### src/mke_pkg.sv
// Shared types for the Morse keying encoder: character classes, queue entry, sequencer states.
package mke_pkg;

    // Character class decided by the front end
    typedef enum logic [1:0] {
        K_SYMBOL = 2'd0,
        K_SPACE  = 2'd1,
        K_OTHER  = 2'd2
    } t_kind;

    // One classified character waiting for the back end.
    // pat bit j is 1 for a dash at symbol position j, sent from bit 0 up.
    typedef struct packed {
        t_kind      kind;
        logic [2:0] len;
        logic [4:0] pat;
        logic       eom;
    } t_entry;

    // Back end sequencer states
    typedef enum logic [1:0] {
        ST_IDLE  = 2'd0,
        ST_SYM   = 2'd1,
        ST_FLUSH = 2'd2
    } t_state;

    // ASCII anchors used by the classifier
    localparam logic [7:0] CH_SPACE   = 8'h20;
    localparam logic [7:0] CH_ZERO    = 8'h30;
    localparam logic [7:0] CH_NINE    = 8'h39;
    localparam logic [7:0] CH_UPPER_A = 8'h41;
    localparam logic [7:0] CH_UPPER_Z = 8'h5A;
    localparam logic [7:0] CH_LOWER_A = 8'h61;
    localparam logic [7:0] CH_LOWER_Z = 8'h7A;
    localparam logic [7:0] CASE_DELTA = 8'h20;

    // Reset value of the dot unit in ms
    localparam logic [15:0] DOT_UNIT_RESET = 16'd100;

endpackage

### src/mke_front.sv
// Front end: accepts characters, looks up their Morse code and pushes them into the queue.
module mke_front (
    input  logic           i_clk,
    input  logic           i_rst_n,
    // input stream
    input  logic           s_axis_tvalid,
    output logic           s_axis_tready,
    input  logic [7:0]     s_axis_tdata,   // [7:0] char_code
    input  logic           s_axis_tlast,   // end_of_message
    // queue push side
    output logic           o_push,
    output mke_pkg::t_entry o_entry,
    input  logic           i_full
);

    // Letter table: symbol count and dash mask, A is index 0
    function automatic logic [7:0] alpha_code(input logic [4:0] idx);
        logic [7:0] r;
        case (idx)
            5'd0:    r = {3'd2, 5'b00010};
            5'd1:    r = {3'd4, 5'b00001};
            5'd2:    r = {3'd4, 5'b00101};
            5'd3:    r = {3'd3, 5'b00001};
            5'd4:    r = {3'd1, 5'b00000};
            5'd5:    r = {3'd4, 5'b00100};
            5'd6:    r = {3'd3, 5'b00011};
            5'd7:    r = {3'd4, 5'b00000};
            5'd8:    r = {3'd2, 5'b00000};
            5'd9:    r = {3'd4, 5'b01110};
            5'd10:   r = {3'd3, 5'b00101};
            5'd11:   r = {3'd4, 5'b00010};
            5'd12:   r = {3'd2, 5'b00011};
            5'd13:   r = {3'd2, 5'b00001};
            5'd14:   r = {3'd3, 5'b00111};
            5'd15:   r = {3'd4, 5'b00110};
            5'd16:   r = {3'd4, 5'b01011};
            5'd17:   r = {3'd3, 5'b00010};
            5'd18:   r = {3'd3, 5'b00000};
            5'd19:   r = {3'd1, 5'b00001};
            5'd20:   r = {3'd3, 5'b00100};
            5'd21:   r = {3'd4, 5'b01000};
            5'd22:   r = {3'd3, 5'b00110};
            5'd23:   r = {3'd4, 5'b01001};
            5'd24:   r = {3'd4, 5'b01101};
            5'd25:   r = {3'd4, 5'b00011};
            default: r = {3'd0, 5'b00000};
        endcase
        return r;
    endfunction

    // Digit table: always five symbols, only the dash mask varies
    function automatic logic [4:0] digit_pat(input logic [3:0] idx);
        logic [4:0] r;
        case (idx)
            4'd0:    r = 5'b11111;
            4'd1:    r = 5'b11110;
            4'd2:    r = 5'b11100;
            4'd3:    r = 5'b11000;
            4'd4:    r = 5'b10000;
            4'd5:    r = 5'b00000;
            4'd6:    r = 5'b00001;
            4'd7:    r = 5'b00011;
            4'd8:    r = 5'b00111;
            4'd9:    r = 5'b01111;
            default: r = 5'b00000;
        endcase
        return r;
    endfunction

    logic [7:0] upper;
    logic       is_alpha;
    logic       is_digit;
    logic [7:0] a_off;
    logic [7:0] d_off;
    logic [7:0] a_code;

    // Fold lower case onto upper case, then classify
    always_comb begin
        if (s_axis_tdata >= mke_pkg::CH_LOWER_A && s_axis_tdata <= mke_pkg::CH_LOWER_Z) begin
            upper = s_axis_tdata - mke_pkg::CASE_DELTA;
        end else begin
            upper = s_axis_tdata;
        end
        is_alpha = (upper >= mke_pkg::CH_UPPER_A) && (upper <= mke_pkg::CH_UPPER_Z);
        is_digit = (s_axis_tdata >= mke_pkg::CH_ZERO) && (s_axis_tdata <= mke_pkg::CH_NINE);
        a_off    = upper - mke_pkg::CH_UPPER_A;
        d_off    = s_axis_tdata - mke_pkg::CH_ZERO;
        a_code   = alpha_code(a_off[4:0]);

        o_entry.eom = s_axis_tlast;
        if (is_alpha) begin
            o_entry.kind = mke_pkg::K_SYMBOL;
            o_entry.len  = a_code[7:5];
            o_entry.pat  = a_code[4:0];
        end else if (is_digit) begin
            o_entry.kind = mke_pkg::K_SYMBOL;
            o_entry.len  = 3'd5;
            o_entry.pat  = digit_pat(d_off[3:0]);
        end else if (s_axis_tdata == mke_pkg::CH_SPACE) begin
            o_entry.kind = mke_pkg::K_SPACE;
            o_entry.len  = 3'd0;
            o_entry.pat  = 5'b00000;
        end else begin
            o_entry.kind = mke_pkg::K_OTHER;
            o_entry.len  = 3'd0;
            o_entry.pat  = 5'b00000;
        end
    end

    // Accept whenever the queue has room, once out of reset
    logic r_rst_seen;
    always_ff @(posedge i_clk) begin
        if (!i_rst_n) begin
            r_rst_seen <= 1'b0;
        end else begin
            r_rst_seen <= 1'b1;
        end
    end

    assign s_axis_tready = r_rst_seen && !i_full;
    assign o_push        = s_axis_tvalid && s_axis_tready;

endmodule

### src/mke_queue.sv
// Two-entry queue between the front end and the keying sequencer.
module mke_queue (
    input  logic            i_clk,
    input  logic            i_rst_n,
    input  logic            i_push,
    input  mke_pkg::t_entry i_entry,
    output logic            o_full,
    input  logic            i_pop,
    output mke_pkg::t_entry o_entry,
    output logic            o_empty
);

    mke_pkg::t_entry r_mem [2];
    logic            r_wptr;
    logic            r_rptr;
    logic [1:0]      r_count;

    // Storage
    always_ff @(posedge i_clk) begin
        if (i_push) begin
            r_mem[r_wptr] <= i_entry;
        end
    end

    // Pointers and fill level
    always_ff @(posedge i_clk) begin
        if (!i_rst_n) begin
            r_wptr  <= 1'b0;
            r_rptr  <= 1'b0;
            r_count <= 2'd0;
        end else begin
            if (i_push) begin
                r_wptr <= ~r_wptr;
            end
            if (i_pop) begin
                r_rptr <= ~r_rptr;
            end
            case ({i_push, i_pop})
                2'b10:   r_count <= r_count + 2'd1;
                2'b01:   r_count <= r_count - 2'd1;
                default: r_count <= r_count;
            endcase
        end
    end

    assign o_full  = (r_count == 2'd2);
    assign o_empty = (r_count == 2'd0);
    assign o_entry = r_mem[r_rptr];

endmodule

### src/mke_back.sv
// Keying sequencer: expands queued characters into mark and gap events with durations.
module mke_back #(
    parameter int DURATION_BITS = 32
) (
    input  logic                     i_clk,
    input  logic                     i_rst_n,
    // configuration
    input  logic                     i_cfg_we,
    input  logic [15:0]              i_cfg_data,
    // queue pop side
    input  mke_pkg::t_entry          i_entry,
    input  logic                     i_empty,
    output logic                     o_pop,
    // event output
    output logic                     o_valid,
    input  logic                     i_ready,
    output logic                     o_mark,
    output logic [DURATION_BITS-1:0] o_duration,
    output logic                     o_last
);

    localparam int DB = DURATION_BITS;
    localparam int SW = ((DB > 19) ? DB : 19) + 1;
    localparam logic [DB-1:0] DUR_MAX = '1;

    function automatic logic [DB-1:0] sat(input logic [SW-1:0] v);
        return (v > SW'(DUR_MAX)) ? DUR_MAX : v[DB-1:0];
    endfunction

    mke_pkg::t_state r_state, n_state;
    mke_pkg::t_entry r_cur,   n_cur;
    logic [2:0]      r_idx,   n_idx;
    logic [DB-1:0]   r_pending, n_pending;
    logic            r_prev,  n_prev;
    logic [15:0]     r_dot_unit;

    logic            r_valid, n_valid;
    logic            r_key,   n_key;
    logic [DB-1:0]   r_dur,   n_dur;
    logic            r_last,  n_last;

    logic            out_free;
    logic [17:0]     u3;
    logic [18:0]     u7;
    logic [18:0]     gap_add;
    logic [SW-1:0]   gap_sum;
    logic            last_sym;
    logic            is_dash;

    // Dot unit register
    always_ff @(posedge i_clk) begin
        if (!i_rst_n) begin
            r_dot_unit <= mke_pkg::DOT_UNIT_RESET;
        end else if (i_cfg_we) begin
            r_dot_unit <= i_cfg_data;
        end
    end

    // Unit multiples
    assign u3 = {2'b00, r_dot_unit} + {1'b0, r_dot_unit, 1'b0};
    assign u7 = {r_dot_unit, 3'b000} - {3'b000, r_dot_unit};

    assign out_free = !r_valid || i_ready;
    assign last_sym = (r_idx == (r_cur.len - 3'd1));
    assign is_dash  = r_cur.pat[r_idx];

    // State and output registers
    always_ff @(posedge i_clk) begin
        if (!i_rst_n) begin
            r_state   <= mke_pkg::ST_IDLE;
            r_pending <= '0;
            r_prev    <= 1'b0;
            r_valid   <= 1'b0;
        end else begin
            r_state   <= n_state;
            r_pending <= n_pending;
            r_prev    <= n_prev;
            r_valid   <= n_valid;
        end
    end

    always_ff @(posedge i_clk) begin
        r_cur  <= n_cur;
        r_idx  <= n_idx;
        r_key  <= n_key;
        r_dur  <= n_dur;
        r_last <= n_last;
    end

    // Sequencer
    always_comb begin
        n_state   = r_state;
        n_cur     = r_cur;
        n_idx     = r_idx;
        n_pending = r_pending;
        n_prev    = r_prev;
        n_valid   = r_valid && !i_ready;
        n_key     = r_key;
        n_dur     = r_dur;
        n_last    = r_last;
        o_pop     = 1'b0;
        gap_add   = '0;

        case (i_entry.kind)
            mke_pkg::K_SPACE: gap_add = u7;
            default:          gap_add = r_prev ? {1'b0, u3} : 19'd0;
        endcase
        gap_sum = SW'(r_pending) + SW'(gap_add);

        case (r_state)
            mke_pkg::ST_IDLE: begin
                if (!i_empty) begin
                    o_pop = 1'b1;
                    n_cur = i_entry;
                    n_idx = 3'd0;
                    if (r_dot_unit == 16'd0) begin
                        // muted: only end of message has an effect
                        if (i_entry.eom) begin
                            n_pending = '0;
                            n_prev    = 1'b0;
                        end
                    end else begin
                        n_pending = sat(gap_sum);
                        case (i_entry.kind)
                            mke_pkg::K_SYMBOL: begin
                                n_state = mke_pkg::ST_SYM;
                            end
                            default: begin
                                n_prev  = 1'b0;
                                n_state = i_entry.eom ? mke_pkg::ST_FLUSH : mke_pkg::ST_IDLE;
                            end
                        endcase
                    end
                end
            end

            mke_pkg::ST_SYM: begin
                if (out_free) begin
                    n_valid = 1'b1;
                    if (r_pending != '0) begin
                        // pending gap goes out before the mark
                        n_key     = 1'b0;
                        n_dur     = r_pending;
                        n_last    = 1'b0;
                        n_pending = '0;
                    end else begin
                        n_key  = 1'b1;
                        n_dur  = sat(is_dash ? SW'(u3) : SW'(r_dot_unit));
                        n_last = last_sym;
                        if (last_sym) begin
                            n_prev  = !r_cur.eom;
                            n_state = mke_pkg::ST_IDLE;
                        end else begin
                            n_pending = DB'(r_dot_unit);
                            n_idx     = r_idx + 3'd1;
                        end
                    end
                end
            end

            mke_pkg::ST_FLUSH: begin
                if (r_pending == '0) begin
                    n_prev  = 1'b0;
                    n_state = mke_pkg::ST_IDLE;
                end else if (out_free) begin
                    n_valid   = 1'b1;
                    n_key     = 1'b0;
                    n_dur     = r_pending;
                    n_last    = 1'b1;
                    n_pending = '0;
                    n_prev    = 1'b0;
                    n_state   = mke_pkg::ST_IDLE;
                end
            end

            default: begin
                n_state = mke_pkg::ST_IDLE;
            end
        endcase
    end

    assign o_valid    = r_valid;
    assign o_mark     = r_key;
    assign o_duration = r_dur;
    assign o_last     = r_last;

endmodule

### src/morse_keying_encoder.sv
// Top level of the Morse keying encoder: front end, queue and keying sequencer.
//
// Each request on the input stream carries one character byte (tlast marks the end of a
// message) and expands into key events on the output stream: tuser is 1 for a mark and 0
// for a gap, tdata holds the duration in ms, tlast flags the final event of that character.
// Letters of either case and digits use International Morse; space adds seven units of gap,
// other bytes add only the letter separator. Gaps accumulate and go out before the next
// mark or at end of message, saturating at 2^DURATION_BITS-1. A dot unit of zero mutes
// all output.
// Rate: the front end queues one character per cycle into a two-entry queue while the queue
// has room. The keying sequencer takes a character from the queue when idle, emits its gap
// and mark events in order (any pending gap before each mark), and finishes each character
// before it takes the next one. A stall on the output holds the sequencer; the front end
// keeps accepting until the queue is full.
module morse_keying_encoder #(
    parameter int DURATION_BITS = 32
) (
    input  logic          i_clk,
    input  logic          i_rst_n,
    // configuration: dot_unit
    input  logic          i_cfg_we,
    input  logic [15:0]   i_cfg_data,
    // character stream
    input  logic          s_axis_tvalid,
    output logic          s_axis_tready,
    input  logic [7:0]    s_axis_tdata,   // [7:0] char_code
    input  logic          s_axis_tlast,   // end_of_message
    // key event stream
    output logic          m_axis_tvalid,
    input  logic          m_axis_tready,
    output logic [((DURATION_BITS + 7) / 8) * 8 - 1:0] m_axis_tdata,
                                          // [DURATION_BITS-1:0] duration, zero fill
    output logic          m_axis_tuser,   // mark flag: 1 mark, 0 gap
    output logic          m_axis_tlast    // last_of_run
);

    localparam int OW = ((DURATION_BITS + 7) / 8) * 8;

    logic                     push;
    logic                     pop;
    logic                     full;
    logic                     empty;
    mke_pkg::t_entry          push_entry;
    mke_pkg::t_entry          pop_entry;
    logic [DURATION_BITS-1:0] duration;

    mke_front u_front (
        .i_clk         (i_clk),
        .i_rst_n       (i_rst_n),
        .s_axis_tvalid (s_axis_tvalid),
        .s_axis_tready (s_axis_tready),
        .s_axis_tdata  (s_axis_tdata),
        .s_axis_tlast  (s_axis_tlast),
        .o_push        (push),
        .o_entry       (push_entry),
        .i_full        (full)
    );

    mke_queue u_queue (
        .i_clk   (i_clk),
        .i_rst_n (i_rst_n),
        .i_push  (push),
        .i_entry (push_entry),
        .o_full  (full),
        .i_pop   (pop),
        .o_entry (pop_entry),
        .o_empty (empty)
    );

    mke_back #(
        .DURATION_BITS (DURATION_BITS)
    ) u_back (
        .i_clk      (i_clk),
        .i_rst_n    (i_rst_n),
        .i_cfg_we   (i_cfg_we),
        .i_cfg_data (i_cfg_data),
        .i_entry    (pop_entry),
        .i_empty    (empty),
        .o_pop      (pop),
        .o_valid    (m_axis_tvalid),
        .i_ready    (m_axis_tready),
        .o_mark     (m_axis_tuser),
        .o_duration (duration),
        .o_last     (m_axis_tlast)
    );

    // Duration in the low bits, zero fill up to a whole byte
    assign m_axis_tdata = OW'(duration);

endmodule

### config.mk
export PLATFORM = sky130hd
export DESIGN_NAME = morse_keying_encoder
export DESIGN_NICKNAME = d
export VERILOG_FILES = /design/src/mke_pkg.sv /design/src/mke_front.sv /design/src/mke_queue.sv /design/src/mke_back.sv /design/src/morse_keying_encoder.sv
export SDC_FILE = /design/constraint.sdc
export NUM_CORES = 1
export LEC_CHECK = 0
export BUFFER_PORTS_ARGS = -buffer_cell sky130_fd_sc_hd__buf_2
export CAP_MARGIN = 5
export CORE_MARGIN = 2
export CORE_UTILIZATION = 40
export DETAILED_ROUTE_END_ITERATION = 12
export MAX_ROUTING_LAYER = met4
export PLACE_DENSITY = 0.57
export SLEW_MARGIN = 20
export SYNTH_ARGS = -nofsm -noshare
export SYNTH_HDL_FRONTEND = slang
export SYNTH_SLANG_ARGS = --single-unit
### constraint.sdc
create_clock -name i_clk -period 4.9 [get_ports i_clk]
set_input_delay 0.49 -clock i_clk [delete_from_list [all_inputs] [get_ports i_clk]]
set_output_delay 0.49 -clock i_clk [all_outputs]
set_load 0.05 [all_outputs]
==> qor.csv <==
stage,metric,value,unit
layout,fin area,10100,µm²
global_route,pin count of the biggest net entering global routing,32,
yosys,Ys Warns,0,
route,initial drt markers,576,
route,post-detailed-route count of antenna-violating nets,0,
yosys,syn nets,1081,
timing,Worst Tran Pin Value,908,ps
yosys,Synth Cell Area,8780,µm²
job,Max-Cap Viols,0,
min_path,Hold Path Class,primary input to register,
yosys,area fraction of the dominant cell type after synthesis,23.3,%
layout,Final nets,1137,
timing,setup violators final,0,
setup_path,critical path's slowest cell,or3_1,
power,Leak Pwr,4.10,nW
setup_path,CP top delay family,compound AO/OA/AOI/OAI gates,
floorplanning,Placeable Area,21700,µm²
timing,Final period util,96.1,%
power,Power per Cell Area,548,nW/µm²
status,status,"finished, final reports clean",
yosys,synthesized area per cell,9.03,µm²
global_route,first-pass GRT wire length,36400,µm
global_route,gr ovfl total,0,
floorplanning,die extent in x,152,µm
yosys,Mapped Cells,972,
route,Pre-Repair DR Iteration Count,5,
yosys,part of the Yosys area used for sequential elements,36.5,%
setup_path,CP cell instances,buf_4 > ha_1 > inv_1 > fa_1 > nor2b_1 > o31ai_2 > a211oi_2 > o31a_1 > a31oi_1 > xor2_1 > o22ai_1 > ha_1 > and3_1 > nor2b_1 > nand2_1 > o21ba_4 > or3_1 > and4_4 > a211oi_2,
timing,"Slew Viols, Final",0,
layout,Final Non-Filler Cells,1321,
timing,fmax,0.212,GHz
yosys,Area contributors post-synth,"edfxtp_1 (23%), dfxtp_1 (13%), ha_1 (11%), o21ai_0 (5.0%), a21oi_1 (4.4%)",
route,wire per inst,17.2,µm
cts,CTS tree,done,
cts,H-tree lvl count,4,
cts,Skew-Pair Late Insertion Delay,420,ps
cts,clk slew on worst S/H paths,60,ps
global_route,GRT Total Usage,20.1,%
yosys,Post-synth EDFFs,68,
timing,total negative slack,0,ps
yosys,Yosys cell types,78,
layout,Area Overhead vs Synth,14.9,%
floorplanning,# rows,54,
route,drt drc,0,
placed_design,RePlAce Congestion,0.901,
cts,Num Clock Sinks,126,
route,final WL,22700,µm
placed_design,placed instance area,9410,µm²
setup_path,Worst setup EP type,register,
timing,final hold viol count,0,
placed_design,PortBufs,65,
yosys,"FF+latch count, synth",126,
setup_path,"Req. time, crit path",5240,ps
yosys,asr flop ratio synth,0,%
yosys,"Top FF cell, synth",edfxtp_1,
floorplanning,Starting Density,40.5,%
placed_design,DPL Wire Length,17200,µm
placed_design,dpl cells,1288,
power,Worst VDD drop,0.000303,V
timing,Worst slew margin,39.2,%
floorplanning,die footprint,23100,µm²
setup_path,CP Class,register to register,
layout,"commonest non-fill, non-tap cell in the layout",o21ai_0,
layout,share of cells above drive strength 1,15.4,%
layout,most frequent cells in the layout,"o21ai_0 (87), a21oi_1 (77), ha_1 (76), nand2_1 (71), edfxtp_1 (68)",
yosys,Yosys top cell by area,edfxtp_1,
timing,Period minus WS final,4710,ps
setup_path,Bufs and invs on worst path,2,
layout,"Core Util, Final",46.5,%
setup_path,CP max stage delay,510,ps
setup_path,critical path arrival,5050,ps
setup_path,"critical path fanouts, max",8,
cts,CTS Root Cell,clkbuf_16,
layout,antenna fix cells,0,
timing,worst clock skew,9.62,ps
floorplanning,Die Height,152,µm
route,via count,7332,
timing,tightest hold margin,259,ps
global_route,number of global-route vias before repair,6860,
global_route,initial antenna violation count,0,
route,Vias/cell,5.55,
cts,clk buf depth,2,
setup_path,Startpoint Class,register,
cts,CTS buffer count,17,
floorplanning,# IOs,66,
cts,CTS Hold Buffers Added,0,
report_power, final:
| part | internal, W | switching [W] | total [W] |
|---|---|---|---|
| sequential | 0.00148 | 0.000152 | 0.00163 |
| clock | 0.000809 | 0.000505 | 0.00131 |
| combinational | 0.000815 | 0.00177 | 0.00258 |
| total | 0.00310 | 0.00242 | 0.00552 |
metrics by stage:
step | worst slack [ps] | power, W
6_report | 190 | 0.00552
5_1_grt | -18.3 | 0.00584
4_1_cts | 26.7 | 0.00552
3_5_place_dp | 45.4 | 0.00419
3_3_place_gp | 124 | 0.00420
2_1_floorplan | 440 | 0.00351
worst paths after layout:
path / to / from / slack [ps] / cells after the start
setup / recovery: u_back.r_pending[21] / u_back.r_dot_unit[1] / 190 / 19
hold reg to reg: u_back.r_state[0] / u_back.r_state[0] / 500 / 2
hold / removal: u_queue.r_mem[0][0] / s_axis_tlast / 260 / 1
setup reg to reg: u_back.r_pending[21] / u_back.r_dot_unit[1] / 190 / 19
final cells by class:
cell class	instances	area, µm²
Sequential cell	126	3210
Multi-Input combinational cell	741	5220
Tap cell	280	350
Timing Repair Buffer	87	490
Fill cell	2123	11600
Inverter	55	206
Clock inverter	15	185
Clock buffer	17	425
sequential cells by signal, indices dropped and copies added (netlist names), 2 cells and up, named ones only:
register,cells
u_back.o_duration,32
u_back.r_pending,32
u_queue.r_mem,22
u_back.r_dot_unit,16
u_back.r_cur,9
u_back.r_idx,3
u_back.r_state,2
u_queue.r_count,2
logic make-up (layout without fill, tap and decap cells):
family                   count (synthesis)  in the layout  share of synthesized area, %
AO/OA/AOI/OAI                          311            311                          22.6
XOR/XNOR                                54             54                          5.56
multiplexers                            36             36                          4.39
adder cells (fa/ha/maj)                 79             79                          11.4
buffers and inverters                  105            174                          4.65
AND/OR/NAND/NOR                        261            261                          14.9
flip-flops                             126            126                          36.5
worst reg2reg max path, cell delays in order, from the launching register on:
cell and delay [ps]:
dfxtp_1 310, buf_4 160, ha_1 220, inv_1 90, fa_1 220, nor2b_1 80
o31ai_2 290, a211oi_2 140, o31a_1 350, a31oi_1 290, xor2_1 280, o22ai_1 170
ha_1 400, and3_1 240, nor2b_1 150, nand2_1 90, o21ba_4 220, or3_1 510
and4_4 240, a211oi_2 190
routing by layer:
| metal | share of wire [%] | GRT usage, % | up-vias |
|---|---|---|---|
| li1 | - | - | 3693 |
| met1 | 50 | 28.8 | 3452 |
| met2 | 44 | 29.8 | 164 |
| met3 | 4.0 | 3.13 | 23 |
| met4 | 1.6 | 4.94 | 0 |
| met5 | 0 | - | - |
cell usage after synthesis, types with 19 or more instances:
cell type / n
edfxtp_1: 68
xnor2_1: 31
nor2_1: 66
dfxtp_1: 58
nand3_1: 23
ha_1: 77
mux2i_1: 25
xor2_1: 22
a21oi_1: 77
a31oi_1: 20
a21o_1: 19
clkbuf_1: 43
inv_1: 53
o21ai_0: 88
nand2_1: 71
what timing repair did:
item	CTS	global route
buffers inserted	0	1
endpoints found under the setup margin	0	31
gates resized for setup	0	13
(Power assumes the default switching activity.)
